`src/sv/sct_pkg.sv`:
```
package sct_pkg;

  // Widths of the position counters and of the item fields.
  localparam int LINE_BITS   = 20;
  localparam int COLUMN_BITS = 16;
  localparam int CP_BITS     = 21;
  localparam int LEN_BITS    = 16;
  localparam int KW_LEN      = 6;

  typedef logic [CP_BITS-1:0]     cp_t;
  typedef logic [LINE_BITS-1:0]   line_t;
  typedef logic [COLUMN_BITS-1:0] col_t;
  typedef logic [LEN_BITS-1:0]    len_t;

  // Token kinds as carried on the output tuser.
  typedef enum logic [3:0] {
    KIND_EOF     = 4'd0,
    KIND_PUNCT   = 4'd1,
    KIND_ARROW   = 4'd2,
    KIND_STR_END = 4'd3,
    KIND_BAD_STR = 4'd4,
    KIND_RETURN  = 4'd5,
    KIND_EXTERN  = 4'd6,
    KIND_ATOM    = 4'd7,
    KIND_UNPARS  = 4'd8,
    KIND_SBYTE   = 4'd9,
    KIND_WCHAR   = 4'd10,
    KIND_WIDE    = 4'd11
  } kind_t;

  // Scanner modes, one-hot.
  typedef enum logic [5:0] {
    MODE_IDLE   = 6'b000001,
    MODE_MINUS  = 6'b000010,
    MODE_CPEND  = 6'b000100,
    MODE_WORD   = 6'b001000,
    MODE_STR    = 6'b010000,
    MODE_STRESC = 6'b100000
  } mode_t;

  // One result item.
  typedef struct packed {
    kind_t kind;
    cp_t   value;
    line_t start_line;
    col_t  start_col;
    line_t end_line;
    col_t  end_col;
  } res_t;

  // Characters the scanner looks for.
  localparam cp_t CP_TAB    = 21'h09;
  localparam cp_t CP_NL     = 21'h0A;
  localparam cp_t CP_CR     = 21'h0D;
  localparam cp_t CP_SPACE  = 21'h20;
  localparam cp_t CP_QUOTE  = 21'h22;
  localparam cp_t CP_LPAREN = 21'h28;
  localparam cp_t CP_RPAREN = 21'h29;
  localparam cp_t CP_PLUS   = 21'h2B;
  localparam cp_t CP_COMMA  = 21'h2C;
  localparam cp_t CP_MINUS  = 21'h2D;
  localparam cp_t CP_ZERO   = 21'h30;
  localparam cp_t CP_NINE   = 21'h39;
  localparam cp_t CP_COLON  = 21'h3A;
  localparam cp_t CP_SEMI   = 21'h3B;
  localparam cp_t CP_GT     = 21'h3E;
  localparam cp_t CP_UPPER_A = 21'h41;
  localparam cp_t CP_UPPER_Z = 21'h5A;
  localparam cp_t CP_BSLASH = 21'h5C;
  localparam cp_t CP_USCORE = 21'h5F;
  localparam cp_t CP_LOWER_A = 21'h61;
  localparam cp_t CP_C      = 21'h63;
  localparam cp_t CP_N      = 21'h6E;
  localparam cp_t CP_R      = 21'h72;
  localparam cp_t CP_T      = 21'h74;
  localparam cp_t CP_LOWER_Z = 21'h7A;
  localparam cp_t CP_LBRACE = 21'h7B;
  localparam cp_t CP_RBRACE = 21'h7D;
  localparam cp_t CP_WIDE   = 21'h100;

  // Keyword spellings, first character at index 0.
  localparam logic [7:0] KW_RETURN [KW_LEN] = '{8'h72, 8'h65, 8'h74, 8'h75, 8'h72, 8'h6E};
  localparam logic [7:0] KW_EXTERN [KW_LEN] = '{8'h65, 8'h78, 8'h74, 8'h65, 8'h72, 8'h6E};

  function automatic logic is_space(input cp_t c);
    return (c == CP_SPACE) || (c >= CP_TAB && c <= CP_CR);
  endfunction

  function automatic logic is_alpha(input cp_t c);
    return (c >= CP_LOWER_A && c <= CP_LOWER_Z) || (c >= CP_UPPER_A && c <= CP_UPPER_Z);
  endfunction

  function automatic logic is_wordc(input cp_t c);
    return (c == CP_USCORE) || is_alpha(c) || (c >= CP_ZERO && c <= CP_NINE);
  endfunction

  function automatic logic is_punct(input cp_t c);
    return (c == CP_LPAREN) || (c == CP_RPAREN) || (c == CP_LBRACE) ||
           (c == CP_RBRACE) || (c == CP_COMMA) || (c == CP_PLUS) ||
           (c == CP_SEMI) || (c == CP_COLON);
  endfunction

  function automatic len_t len_inc(input len_t l);
    return (l != '1) ? l + len_t'(1) : l;
  endfunction

  // Keyword match flags after one more word character (bit 0 return, bit 1 extern).
  function automatic logic [1:0] kw_update(input len_t l, input logic [1:0] f, input cp_t c);
    logic [1:0] r;
    r = f;
    if (l < len_t'(KW_LEN)) begin
      if (c != cp_t'(KW_RETURN[l[2:0]])) r[0] = 1'b0;
      if (c != cp_t'(KW_EXTERN[l[2:0]])) r[1] = 1'b0;
    end else begin
      r = 2'b00;
    end
    return r;
  endfunction

  function automatic res_t mk_res(input kind_t k, input cp_t v, input line_t sl,
                                  input col_t sc, input line_t el, input col_t ec);
    res_t r;
    r.kind       = k;
    r.value      = v;
    r.start_line = sl;
    r.start_col  = sc;
    r.end_line   = el;
    r.end_col    = ec;
    return r;
  endfunction

endpackage

```
`src/sv/source_code_tokenizer.sv`:
```
// An item is accepted into the input register; its results are loaded into the result group
// register, from which they are offered. Reset clears all control state at once.
// Throughput: one item per cycle while each item gives at most one result and m_tready
// is high; an item with several results (at most three) keeps the next item waiting in
// the input register while the results drain one a cycle.
module source_code_tokenizer (
  input  logic        clk,
  input  logic        rst,
  input  logic        s_tvalid,
  output logic        s_tready,
  input  logic [23:0] s_tdata,   // codepoint [20:0], zero padding [23:21]
  input  logic        s_tuser,   // at_end
  output logic        m_tvalid,
  input  logic        m_tready,
  output logic [95:0] m_tdata,   // value, start_line, start_col, end_line, end_col, padding
  output logic [3:0]  m_tuser,   // kind
  output logic        m_tlast    // last result of its input item
);
  import sct_pkg::*;

  localparam int NRES = 3;

  // Input register.
  logic  in_valid;
  cp_t   in_cp;
  logic  in_end;

  // Scanner state.
  mode_t      lex_mode, lex_mode_next;
  line_t      line_count, line_count_next;
  col_t       column_count, column_count_next;
  line_t      tok_line, tok_line_next;
  col_t       tok_col, tok_col_next;
  len_t       content_length, content_length_next;
  logic [1:0] kw_flags, kw_flags_next;

  // Result group register.
  res_t       grp [NRES];
  logic       grp_valid;
  logic [1:0] grp_cnt;
  logic [1:0] grp_idx;

  res_t       res [NRES];
  logic [1:0] res_n;

  logic grp_free;
  logic process;
  res_t cur;

  // Handshake between the input register and the result group.
  assign cur      = grp[grp_idx];
  assign m_tvalid = grp_valid;
  assign m_tlast  = (grp_idx == grp_cnt - 2'd1);
  assign m_tuser  = cur.kind;
  assign m_tdata  = {3'b000, cur.end_col, cur.end_line, cur.start_col, cur.start_line,
                     cur.value};
  assign grp_free = !grp_valid || (m_tready && m_tlast);
  assign process  = in_valid && grp_free;
  assign s_tready = !in_valid || process;

  // One scanning step for the item in the input register.
  always_comb begin : scan_step
    logic done;
    cp_t  v;
    lex_mode_next       = lex_mode;
    line_count_next     = line_count;
    column_count_next   = column_count;
    tok_line_next       = tok_line;
    tok_col_next        = tok_col;
    content_length_next = content_length;
    kw_flags_next       = kw_flags;
    res_n               = 2'd0;
    done                = 1'b0;
    v                   = in_cp;
    for (int i = 0; i < NRES; i++) res[i] = '0;

    // Inside a string or just after a backslash.
    if (lex_mode == MODE_STR || lex_mode == MODE_STRESC) begin
      if (in_end) begin
        res[res_n] = mk_res(KIND_BAD_STR, '0, tok_line, tok_col,
                            line_count_next, column_count_next);
        res_n = res_n + 2'd1;
        lex_mode_next = MODE_IDLE;
      end else begin
        if (column_count_next != '1) column_count_next = column_count_next + col_t'(1);
        if (in_cp == CP_NL) begin
          if (line_count_next != '1) line_count_next = line_count_next + line_t'(1);
          column_count_next = '0;
        end
        if (lex_mode == MODE_STRESC || (in_cp != CP_QUOTE && in_cp != CP_BSLASH)) begin
          if (lex_mode == MODE_STRESC) begin
            priority if (in_cp == CP_T)    v = CP_TAB;
            else if (in_cp == CP_N)        v = CP_NL;
            else if (in_cp == CP_R)        v = CP_CR;
            else if (in_cp == CP_ZERO)     v = '0;
            else                           v = in_cp;
          end
          if (v >= CP_WIDE) begin
            res[res_n] = mk_res(KIND_WIDE, v, tok_line, tok_col,
                                line_count_next, column_count_next);
          end else begin
            content_length_next = len_inc(content_length_next);
            res[res_n] = mk_res(KIND_SBYTE, v, tok_line, tok_col,
                                line_count_next, column_count_next);
          end
          res_n = res_n + 2'd1;
          lex_mode_next = MODE_STR;
        end else if (in_cp == CP_QUOTE) begin
          res[res_n] = mk_res(KIND_STR_END, cp_t'(content_length_next), tok_line, tok_col,
                              line_count_next, column_count_next);
          res_n = res_n + 2'd1;
          lex_mode_next = MODE_IDLE;
        end else begin
          lex_mode_next = MODE_STRESC;
        end
        done = 1'b1;
      end
    end

    // A minus waiting to see whether an arrow follows.
    if (!done && lex_mode_next == MODE_MINUS) begin
      lex_mode_next = MODE_IDLE;
      if (!in_end && in_cp == CP_GT) begin
        if (column_count_next != '1) column_count_next = column_count_next + col_t'(1);
        res[res_n] = mk_res(KIND_ARROW, '0, tok_line, tok_col,
                            line_count_next, column_count_next);
        res_n = res_n + 2'd1;
        done = 1'b1;
      end else begin
        res[res_n] = mk_res(KIND_PUNCT, CP_MINUS, tok_line, tok_col,
                            line_count_next, column_count_next);
        res_n = res_n + 2'd1;
      end
    end

    // A c waiting to see whether a string opens.
    if (!done && lex_mode_next == MODE_CPEND) begin
      content_length_next = '0;
      if (!in_end && in_cp == CP_QUOTE) begin
        if (column_count_next != '1) column_count_next = column_count_next + col_t'(1);
        lex_mode_next = MODE_STR;
        done = 1'b1;
      end else begin
        kw_flags_next = kw_update('0, 2'b11, CP_C);
        content_length_next = len_t'(1);
        res[res_n] = mk_res(KIND_WCHAR, CP_C, tok_line, tok_col,
                            line_count_next, column_count_next);
        res_n = res_n + 2'd1;
        lex_mode_next = MODE_WORD;
      end
    end

    // Inside a word.
    if (!done && lex_mode_next == MODE_WORD) begin
      if (!in_end && is_wordc(in_cp)) begin
        if (column_count_next != '1) column_count_next = column_count_next + col_t'(1);
        kw_flags_next = kw_update(content_length_next, kw_flags_next, in_cp);
        content_length_next = len_inc(content_length_next);
        res[res_n] = mk_res(KIND_WCHAR, in_cp, tok_line, tok_col,
                            line_count_next, column_count_next);
        res_n = res_n + 2'd1;
        done = 1'b1;
      end else begin
        priority if (content_length_next == len_t'(KW_LEN) && kw_flags_next[0])
          res[res_n] = mk_res(KIND_RETURN, '0, tok_line, tok_col,
                              line_count_next, column_count_next);
        else if (content_length_next == len_t'(KW_LEN) && kw_flags_next[1])
          res[res_n] = mk_res(KIND_EXTERN, '0, tok_line, tok_col,
                              line_count_next, column_count_next);
        else
          res[res_n] = mk_res(KIND_ATOM, cp_t'(content_length_next), tok_line, tok_col,
                              line_count_next, column_count_next);
        res_n = res_n + 2'd1;
        lex_mode_next = MODE_IDLE;
      end
    end

    // Idle: end of source, whitespace or the start of a new token.
    if (!done) begin
      lex_mode_next = MODE_IDLE;
      if (in_end) begin
        res[res_n] = mk_res(KIND_EOF, '0, line_count_next, column_count_next,
                            line_count_next, column_count_next);
        res_n = res_n + 2'd1;
      end else begin
        if (!is_space(in_cp)) begin
          tok_line_next = line_count_next;
          tok_col_next  = column_count_next;
        end
        if (column_count_next != '1) column_count_next = column_count_next + col_t'(1);
        if (in_cp == CP_NL) begin
          if (line_count_next != '1) line_count_next = line_count_next + line_t'(1);
          column_count_next = '0;
        end
        if (is_space(in_cp)) begin
          // Skipped without a result.
        end else if (is_punct(in_cp)) begin
          res[res_n] = mk_res(KIND_PUNCT, in_cp, tok_line_next, tok_col_next,
                              line_count_next, column_count_next);
          res_n = res_n + 2'd1;
        end else if (in_cp == CP_MINUS) begin
          lex_mode_next = MODE_MINUS;
        end else if (in_cp == CP_C) begin
          lex_mode_next = MODE_CPEND;
        end else if (in_cp == CP_USCORE || is_alpha(in_cp)) begin
          kw_flags_next = kw_update('0, 2'b11, in_cp);
          content_length_next = len_t'(1);
          res[res_n] = mk_res(KIND_WCHAR, in_cp, tok_line_next, tok_col_next,
                              line_count_next, column_count_next);
          res_n = res_n + 2'd1;
          lex_mode_next = MODE_WORD;
        end else begin
          res[res_n] = mk_res(KIND_UNPARS, in_cp, tok_line_next, tok_col_next,
                              line_count_next, column_count_next);
          res_n = res_n + 2'd1;
        end
      end
    end
  end

  // Input register.
  always_ff @(posedge clk) begin
    if (rst) begin
      in_valid <= 1'b0;
    end else if (s_tready) begin
      in_valid <= s_tvalid;
    end
    if (s_tready && s_tvalid) begin
      in_cp  <= s_tdata[CP_BITS-1:0];
      in_end <= s_tuser;
    end
  end

  // Scanner state, updated as each item leaves the input register.
  always_ff @(posedge clk) begin
    if (rst) begin
      lex_mode       <= MODE_IDLE;
      line_count     <= line_t'(1);
      column_count   <= '0;
      tok_line       <= line_t'(1);
      tok_col        <= '0;
      content_length <= '0;
      kw_flags       <= 2'b11;
    end else if (process) begin
      lex_mode       <= lex_mode_next;
      line_count     <= line_count_next;
      column_count   <= column_count_next;
      tok_line       <= tok_line_next;
      tok_col        <= tok_col_next;
      content_length <= content_length_next;
      kw_flags       <= kw_flags_next;
    end
  end

  // Result group: loaded with all results of an item, drained one a cycle while m_tready is high.
  always_ff @(posedge clk) begin
    if (rst) begin
      grp_valid <= 1'b0;
      grp_cnt   <= 2'd0;
      grp_idx   <= 2'd0;
    end else if (process && res_n != 2'd0) begin
      grp_valid <= 1'b1;
      grp_cnt   <= res_n;
      grp_idx   <= 2'd0;
    end else if (grp_valid && m_tready) begin
      if (m_tlast) begin
        grp_valid <= 1'b0;
      end else begin
        grp_idx <= grp_idx + 2'd1;
      end
    end
    if (process && res_n != 2'd0) begin
      for (int i = 0; i < NRES; i++) grp[i] <= res[i];
    end
  end

  // The drain index always points at a loaded result.
  a_grp_index: assert property (@(posedge clk) disable iff (rst)
    grp_valid |-> (grp_cnt != 2'd0 && grp_idx < grp_cnt))
    else $error("result index outside the loaded group");

  // The line counter starts at one and never wraps to zero.
  a_line_nonzero: assert property (@(posedge clk) disable iff (rst)
    line_count != '0)
    else $error("line counter reached zero");

  // An item waiting for the result register keeps its contents.
  a_in_hold: assert property (@(posedge clk) disable iff (rst)
    (in_valid && !grp_free) |=> (in_valid && $stable(in_cp) && $stable(in_end)))
    else $error("pending item changed while blocked");

  // Taking the last result with nothing new to load empties the group.
  a_grp_drain: assert property (@(posedge clk) disable iff (rst)
    (grp_valid && m_tready && m_tlast && !(process && res_n != 2'd0)) |=> !grp_valid)
    else $error("result group not emptied after its last result");

  // End of source always gives at least one result.
  a_eof_result: assert property (@(posedge clk) disable iff (rst)
    (process && in_end) |=> grp_valid)
    else $error("end of source gave no result");

endmodule
```
`config.mk`:
```
export PLATFORM = sky130hd
export DESIGN_NAME = source_code_tokenizer
export DESIGN_NICKNAME = d
export VERILOG_FILES = /design/src/sv/sct_pkg.sv /design/src/sv/source_code_tokenizer.sv
export SDC_FILE = /design/constraint.sdc
export NUM_CORES = 1
export LEC_CHECK = 0
export BUFFER_PORTS_ARGS = -buffer_cell sky130_fd_sc_hd__buf_2
export CORE_UTILIZATION = 30
export CTS_CLUSTER_DIAMETER = 200
export DETAILED_ROUTE_END_ITERATION = 16
export GPL_TIMING_DRIVEN = 0
export SETUP_SLACK_MARGIN = 0.5
export SKIP_CTS_REPAIR_TIMING = 1
export SLEW_MARGIN = 0
export SYNTH_ARGS = -nofsm -noshare
export SYNTH_HDL_FRONTEND = slang
export SYNTH_SLANG_ARGS = --single-unit
```
`constraint.sdc`:
```
create_clock -name clk -period 30.7 [get_ports clk]
set_clock_uncertainty 0.1 [all_clocks]
set_input_delay 3.07 -clock clk [delete_from_list [all_inputs] [get_ports clk]]
set_output_delay 3.07 -clock clk [all_outputs]
set_load 0.03 [all_outputs]
```
==> impl_metrics.yaml <==
outcome:
  outcome: "finished with violations"
  violations: "capacitance limit, slew limit"
critical_path:
  timing_worst_setup_path_type: "flop to flop"
  critical_path_launch_point_type: "flop"
  worst-endpoint-arrival_ns: 15.38
  slowest_delay_ns: 1.20
  worstReg2RegStart: "in_cp[16]"
  crit_fanout: 10
  setup.reg_to_reg.worst_slack_ns: 15.47
  reg2reg_depth: 37
  setup.worst_path.end_class: "flop"
  worst_path_max_delay_cell: "sky130_fd_sc_hd__xnor2_1"
  required_time_of_the_critical_path_ns: 30.85
  crit_path_start: "in_cp[16]"
  critical_path.most_common_cell: "sky130_fd_sc_hd__clkbuf_1"
  termination_of_the_worst_setup_path: "grp[0][7]"
  worst_r2r_dst: "grp[0][7]"
synthesis:
  synth_ff_type: "sky130_fd_sc_hd__edfxtp_1"
  proportion_of_register_bits_with_asynchronous_set_or_reset_after_synthesis_pct: 0
  ys_ff_latch: 417
  synth_top_cells_by_count: "sky130_fd_sc_hd__nand2_1 (454), sky130_fd_sc_hd__nor2_1 (378), sky130_fd_sc_hd__o21ai_0 (375)"
  netlist_top_cells_area: "sky130_fd_sc_hd__edfxtp_1 (32%), sky130_fd_sc_hd__dfxtp_1 (7.1%), sky130_fd_sc_hd__o21ai_0 (6.4%)"
  synthCells: 3543
  synth_top_area_share_pct: 32.2
  ys.warnings.count: 0
  post-synth-top-area-cell: "sky130_fd_sc_hd__edfxtp_1"
  synth.most_common_cell: "sky130_fd_sc_hd__nand2_1"
  syn_avg_cell_area_um2: 8.23
  synth_seq_area_share_pct: 39.4
  synth-edff-count: 313
  synthDistinctLibCells: 103
  syn_area_um2: 29100
clocking:
  source_to_sink_clock_delay_at_the_later_pin_of_the_worst_skew_pair_ns: 0.63
  tritoncts_clock_tree: "built"
  cts-htree-levels: 2
  clock_pin_slew_of_the_registers_on_the_worst_case_setup_and_hold_paths_ns: 0.06
  clock_tree.root_cell: "sky130_fd_sc_hd__clkbuf_16"
  tritoncts.num_buffers: 45
  cts_num_sinks: 417
  cts-root-to-sink-buffers: 3
detailed_routing:
  drt_iter0_drc: 5113
  post_drt_via_cell_ratio: 6.36
  detail_route.first_pass.iterations: 6
  via_count: 32000
  drc: 0
  drt_wl_total_um: 160000
  post_drt_wl_per_cell_um: 31.8
  drt.antenna.violating_nets: 0
die:
  coreArea_um2: 95600
  floorplan.rows: 113
  io_pins: 132
  floorplan.die.width_um: 314
  die_area_um2: 98400
  start_util_pct: 30.5
  dieHeight_um: 314
sta:
  max_slew_vio_count: 22
  final-hold-violation-count: 0
  post-route-worst-setup-slack_ns: 15.47
  timing.slew.headroom_pct: -8.02
  report.final.setup_viol: 0
  fmax_mhz: 65.6
  timing.setup.tns_ns: 0
  tightest_slew_ns: 1.62
  timing.final.crit_share_pct: 49.6
  timing.final.crit_period_ns: 15.23
  setup_repair_after_global_routing_missed_its_margin: "no"
placed_design:
  place_hpwl_um: 124000
  place_ws_ns: 16.46
  port_buffers: 125
  place.gp.congestion: 1.05
cells_and_area:
  final_nets: 3784
  layout-area-overhead-vs-synth_pct: 13.8
  share_of_cells_above_drive_strength_1_pct: 8.33
power:
  cellLeakagePower_uw: 0.0102
  powerDensity_nw_per_um2: 42.8
  max-vdd-ir-drop_mv: 0.0414
global_routing:
  grt_max_degree: 76
  grt_use_total_pct: 31.5
  antenna_found_initial: 7
  grt_pass1_vias: 28700
  globalRoute.totalOverflow: 0
  grt_first_pass_wirelength_um: 222000
job:
  timing.max_cap.violations: 4
min_path:
  worstHoldPathType: "flop to flop"
-- per-layer routing --
| layer | GRT usage, % | up-vias | part of all wire [%] |
|---|---|---|---|
| met5 | 0 | - | 0.021 |
| li1 | - | 13700 | - |
| met1 | 44.4 | 15700 | 42 |
| met2 | 46.1 | 2273 | 41 |
| met3 | 6.91 | 380 | 11 |
| met4 | 13.1 | 6 | 4.9 |
-- report_power, final --
group	switching (uW)	internal [uW]	total, uW	leakage [uW]
Sequential	12.0	636	648	0.00377
Clock	256	310	566	0.000730
Combinational	158	47.9	206	0.00574
Total	425	994	1420	0.0102
-- worst min-delay path by stage --
stage                           from  cells after the start    endpoint
after floorplan           grp_cnt[0]                      2  grp_cnt[0]
after global placement    grp_cnt[1]                      2  grp_cnt[1]
after detailed placement  grp_cnt[1]                      2  grp_cnt[1]
after CTS                 tok_col[8]                      2  tok_col[8]
after global routing      grp_cnt[1]                      2  grp_cnt[1]
final                     grp_cnt[0]                      2  grp_cnt[0]
-- per-stage QoR --
step	total power, uW	cells	area, um^2	hold WS (ns)	utilization, %
global placement	865	4935	31400	0.364	32.8
detailed placement	857	4949	31600	0.381	33.1
finish	1420	5038	33200	0.393	34.7
floorplan	777	3545	29200	0.345	-
global route	1450	5035	33200	0.422	34.7
CTS	1410	5033	33100	0.394	34.6
-- layout make-up --
cell class | count | area, um^2
inverters | 38 | 143
multi-input cells | 2807 | 16500
repair buffers | 141 | 881
clock inverters | 29 | 294
clock buffers | 55 | 1170
fillers | 10200 | 62400
diodes | 3 | 7.51
plain buffers | 283 | 1130
flip-flops and latches | 417 | 11500
well taps | 1265 | 1580
-- flip-flops by register name, summed over array words and instances, names as in the netlist, 2 cells and up, named ones only --
name	flops
column_count	16
tok_col	16
line_count	20
grp_idx	2
grp	291
in_cp	21
content_length	16
grp_cnt	2
kw_flags	2
lex_mode	6
tok_line	20
-- cells in the final DEF, fill, tap and decap left out, drive strengths merged, types with 23 or more instances in the layout --
cell type  netlist  final
buf             41    181
and2            35     35
a21oi          254    254
mux2i          130    130
nand2          454    454
nor4            41     41
inv             37     41
o221ai          23     23
clkbuf         242    297
nor3           106    106
xor2            37     37
o21ai          391    391
a22o            27     27
nand3          138    138
edfxtp         313    313
a221oi          38     38
a211oi          46     46
nand4           49     49
dfxtp          104    104
a22oi           63     63
nor2           379    379
a31oi           57     57
o211ai          25     25
and3            35     35
o31ai           23     23
o22ai           80     80
xnor2           68     68
-- worst max-delay path, delay by kind of cell (launching register included) --
kind            cells  cell delay, ns
compound gates     10            3.95
xor+xnor            3            1.91
fa+ha+maj           4            1.39
buf+inv            10            3.23
flops               1            0.44
simple gates       10            3.80
-- cells by family (layout without fill, tap and decap cells) --
logic type	count (synthesis)	after routing	synth area share (%)
XOR/XNOR	105	105	3.16
multiplexers	144	144	5.01
adder cells (fa/ha/maj)	22	22	0.944
flip-flops	417	417	39.4
other	1	6	0.0129
AO/OA/AOI/OAI	1164	1164	25.2
buffers and inverters	321	546	4.36
AND/OR/NAND/NOR	1369	1369	22.0
No activity file was read; power rests on OpenSTA's default activity.
